## config.mk

```make
export PLATFORM = sky130hd
export DESIGN_NAME = et_front
export DESIGN_NICKNAME = d
export VERILOG_FILES = /design/src/hdl/et_pkg.sv /design/src/hdl/et_front.sv
export SDC_FILE = /design/constraint.sdc
export NUM_CORES = 1
export LEC_CHECK = 0
export BUFFER_PORTS_ARGS = -buffer_cell sky130_fd_sc_hd__buf_2
export CAP_MARGIN = 20
export CORE_MARGIN = 4
export CORE_UTILIZATION = 50
export DETAILED_ROUTE_END_ITERATION = 10
export PLACE_DENSITY = 0.76
export RECOVER_POWER = 50
export SETUP_SLACK_MARGIN = 0.05
export SYNTH_ARGS = -nofsm -noshare
export SYNTH_HDL_FRONTEND = slang
export SYNTH_SLANG_ARGS = --single-unit
```

## constraint.sdc

```tcl
create_clock -name clk -period 2.6 [get_ports clk]
set_clock_uncertainty 0.15 [all_clocks]
set_input_delay 0.13 -clock clk [delete_from_list [all_inputs] [get_ports clk]]
set_output_delay 0.13 -clock clk [all_outputs]
set_load 0.1 [all_outputs]
```

## src/hdl/et_pkg.sv

```systemverilog
// et_pkg: shared constants, types and state encodings for the totient block.
// No dependencies; used by every module under hdl/.
package et_pkg;

  localparam int VALUE_BITS  = 32;
  localparam int PRIME_LIMIT = 65536;
  localparam int STORE_DEPTH = 6542;
  localparam int PRIME_W     = 16;
  localparam int IDX_W       = $clog2(STORE_DEPTH + 1);
  localparam int CAND_W      = $clog2(PRIME_LIMIT + 1);
  localparam int COMP_AW     = $clog2(PRIME_LIMIT);
  localparam int DIV_STEPS   = VALUE_BITS;
  localparam int STEP_W      = $clog2(DIV_STEPS);

  typedef struct packed {
    logic [VALUE_BITS-1:0] value;
    logic                  trivial;
  } item_t;

  typedef struct packed {
    logic               en;
    logic [IDX_W-1:0]   addr;
    logic [PRIME_W-1:0] data;
  } store_wr_t;

  typedef struct packed {
    logic             done;
    logic [IDX_W-1:0] count;
  } sieve_stat_t;

  typedef enum logic [2:0] {
    SV_CLEAR,
    SV_READ,
    SV_CHECK,
    SV_MARK,
    SV_DONE
  } sieve_state_t;

  typedef enum logic [3:0] {
    B_IDLE,
    B_RD,
    B_SQ,
    B_CMP,
    B_DIV,
    B_DEC,
    B_FAC,
    B_MUL,
    B_FIN,
    B_FMUL,
    B_OUT
  } back_state_t;

endpackage

```

## src/hdl/et_front.sv

```systemverilog
// et_front: input channel, trivial-value classification and a two-entry
// queue toward the back end. Uses et_pkg.
module et_front (
  input  logic                          clk,
  input  logic                          rst,
  input  logic                          in_valid,
  output logic                          in_ready,
  input  logic [et_pkg::VALUE_BITS-1:0] value,
  output logic                          q_valid,
  output et_pkg::item_t                 q_item,
  input  logic                          q_pop
);

  et_pkg::item_t slots [2];
  logic       wr_ptr, rd_ptr;
  logic [1:0] fill;
  logic       push;

  assign in_ready = (fill != 2'd2);
  assign push     = in_valid && in_ready;
  assign q_valid  = (fill != 2'd0);
  assign q_item   = slots[rd_ptr];

  always_ff @(posedge clk) begin
    if (push) begin
      slots[wr_ptr].value   <= value;
      slots[wr_ptr].trivial <= (value <= et_pkg::VALUE_BITS'(1));
    end
  end

  always_ff @(posedge clk) begin
    if (rst) begin
      wr_ptr <= 1'b0;
      rd_ptr <= 1'b0;
      fill   <= 2'd0;
    end else begin
      if (push) wr_ptr <= ~wr_ptr;
      if (q_pop) rd_ptr <= ~rd_ptr;
      fill <= fill + {1'b0, push} - {1'b0, q_pop};
    end
  end

endmodule

```

==> results_dict.tcl <==
set metrics [dict create \
    irDropWorstVdd_v 0.000563 \
    path_max_fanout 18 \
    drv_cap 0 \
    htreeDepth 3 \
    initial_core_util_pct 51.3 \
    power_frac_seq_pct 41.5 \
    nFillCells 391 \
    grt_overflow 0 \
    core_area_um2 5510 \
    p_clk_share_pct 22.3 \
    p_leak_nw 1.41 \
    fin_ws_ps 463 \
    grtUsageTotal_pct 15.6 \
    avgViaCountPerCell 4.85 \
    path_class "reg -> out" \
    ys_seq_area_share_pct 73.7 \
    synth_area_leader_cell "edfxtp_1" \
    crit_required_ps 2320 \
    drt_iter0_drc 47 \
    synth.area.top_cells "edfxtp_1 70%, mux2_4 16%, dfxtp_1 3.5%" \
    syn_nets 175 \
    yosysUniqueCellTypes 22 \
    rows 27 \
    cts_buffer_depth 2 \
    antennaDiodeCount 0 \
    maxSlewHeadroom_pct 30.0 \
    portBuffers 70 \
    post_cts_resized 0 \
    crit_arrival_ps 1860 \
    fin_crit_ps 2140 \
    wl_um 5050 \
    numCtsBuffers 9 \
    antenna_found_initial 0 \
    internal_power_mw 2.16 \
    rsz0062_at_grt "false" \
    place_congestion 0.689 \
    final_cell_mix "66 x edfxtp_1, 37 x buf_2, 36 x clkbuf_1, 36 x dlygate4sd3_1, 30 x mux2_4" \
    ant_nets 0 \
    dp.cells 278 \
    switching_share_pct 39.8 \
    wl_per_cell_um 15.3 \
    cts_setup_buffers 0 \
    hold_path.class "reg -> reg" \
    area_delta_synth_final_pct 31.8 \
    crit_chain "buf_12 > mux2_4 > buf_2" \
    dieArea_um2 6910 \
    clk_pin_slew_worst_paths_ps 70 \
    synth.ff_latch_count 71 \
    hold_buffers 36 \
    multiInputGateArea_um2 664 \
    post-place-ws_ps 803 \
    p_comb_share_pct 36.3 \
    syn-cell-area_um2 2820 \
    root_buffer "clkbuf_8" \
    cpPeakStageDelay_ps 660 \
    slowest_stage "dfxtp_2" \
    via_count 1599 \
    grt_pass1_wl_um 8380 \
    ys_warn_count 0 \
    max_freq_mhz 468 \
    clk-insertion-delay-late_ps 320 \
    seq_area_um2 2080 \
    dpl.hpwl_um 3310 \
    fp.dieW_um 83.2 \
    fin_crit_sh_pct 82.2 \
    status "completed" \
    crit_path_end_kind "output port" \
    fp.dieH_um 83.2 \
    setup_viol 0 \
    setup_tns_ps 0 \
    hold_viol 0 \
    grt_pass1_vias 1724 \
    stdcell_count 330 \
    drive_above_1_share_pct 33.3 \
    drt-pass1-iter-count 4 \
    drcViolationCount 0 \
    cp-start-kind "flip-flop" \
    powerDensity_nw_per_um2 964 \
    synthDominantCellAreaShare_pct 70.2 \
    tightest_slew_ps 1050 \
    synthCells 137 \
    grt_max_degree 34 \
    cts_sinks 71 \
    nets 291 \
    slew_viol_final 0 \
    final_common_cell "edfxtp_1" \
    switchingPower_mw 1.43 \
    ios 71 \
    avgSynthCellArea_um2 20.6 \
    cts_tree "yes" \
]
==> per-stage QoR <==
step           instance area (um2)  util [%]  hold WS, ps  total power, mW
4_1_cts                       3770      68.5          372             3.63
3_5_place_dp                  3230      58.7          184             2.79
2_1_floorplan                 2830         -         49.1             2.62
3_3_place_gp                  3230      58.7          178             2.78
6_report                      3720      67.6          376             3.59
5_1_grt                       3720      67.6          398             3.72
==> synth_stat cells (all sizes together) <==
| cell | n |
|---|---|
| nor2b | 1 |
| a21bo | 1 |
| ha | 2 |
| or2 | 1 |
| dfxtp | 5 |
| nor3 | 1 |
| inv | 2 |
| nor4 | 7 |
| nor2 | 4 |
| nand2 | 1 |
| xnor2 | 2 |
| nand3b | 1 |
| xor2 | 1 |
| edfxtp | 66 |
| nand4 | 2 |
| nand2b | 1 |
| mux2 | 33 |
| a21oi | 1 |
| and3 | 1 |
| buf | 4 |
==> final timing paths <==
kind              cells past startpoint               endpoint  slack, ps                 from
hold / removal                        2    rd_ptr$_SDFFE_PP0P_        380  rd_ptr$_SDFFE_PP0P_
hold reg to reg                       2    rd_ptr$_SDFFE_PP0P_        380  rd_ptr$_SDFFE_PP0P_
setup / recovery                      3             q_item[17]        460            flip-flop
setup reg to reg                      4  slots[0][6]$_DFFE_PP_        550   fill[0]$_SDFF_PP0_
==> critical path: cells and delay by family, from the launching register on <==
family,cells,cell delay [ps]
DFF,1,660
buffers and inverters,2,550
muxes,1,310
==> kinds of logic (layout without fill, tap and decap cells) <==
family,Yosys count,after routing,share of synthesized area (%)
DFF,71,71,73.7
muxes,33,33,17.1
and+or+nand+nor,20,20,3.99
buffers and inverters,6,127,2.79
xor gates and xnor gates,3,3,0.931
adders and majority gates,2,2,0.886
AOI/OAI and AO/OA,2,2,0.532
==> state kept, by name (all words and copies together) (netlist names), named ones only <==
register  flops
rd_ptr        1
slots        66
wr_ptr        1
fill          2
==> routing by layer <==
| layer | track usage (%) | vias up | routed length (um) | share of wire (%) |
|---|---|---|---|---|
| met4 | 6.69 | 0 | 63 | 1.2 |
| met2 | 27.0 | 52 | 2650 | 53 |
| met1 | 18.5 | 772 | 2060 | 41 |
| met5 | 0 | - | 0 | 0 |
| met3 | 3.87 | 9 | 272 | 5.4 |
| li1 | - | 766 | - | - |
==> power by group through the flow <==
stage | Sequential (mW) | Combinational [mW] | Clock, mW
2_1_floorplan | 1.49 | 1.14 | 0
3_5_place_dp | 1.51 | 1.28 | 0
6_report | 1.49 | 1.30 | 0.799
3_3_place_gp | 1.51 | 1.28 | 0
5_1_grt | 1.50 | 1.36 | 0.864
4_1_cts | 1.49 | 1.33 | 0.811
==> cell type report <==
cell class	count	share of cell area (%)
Clock buffer	10	3.43
Clock inverter	6	1.38
Inverter	2	0.202
Multi-Input combinational cell	60	17.9
Sequential cell	71	56.0
Tap cell	72	2.42
Timing Repair Buffer	109	18.7
Note: power is estimated with default switching activity, not from simulation.
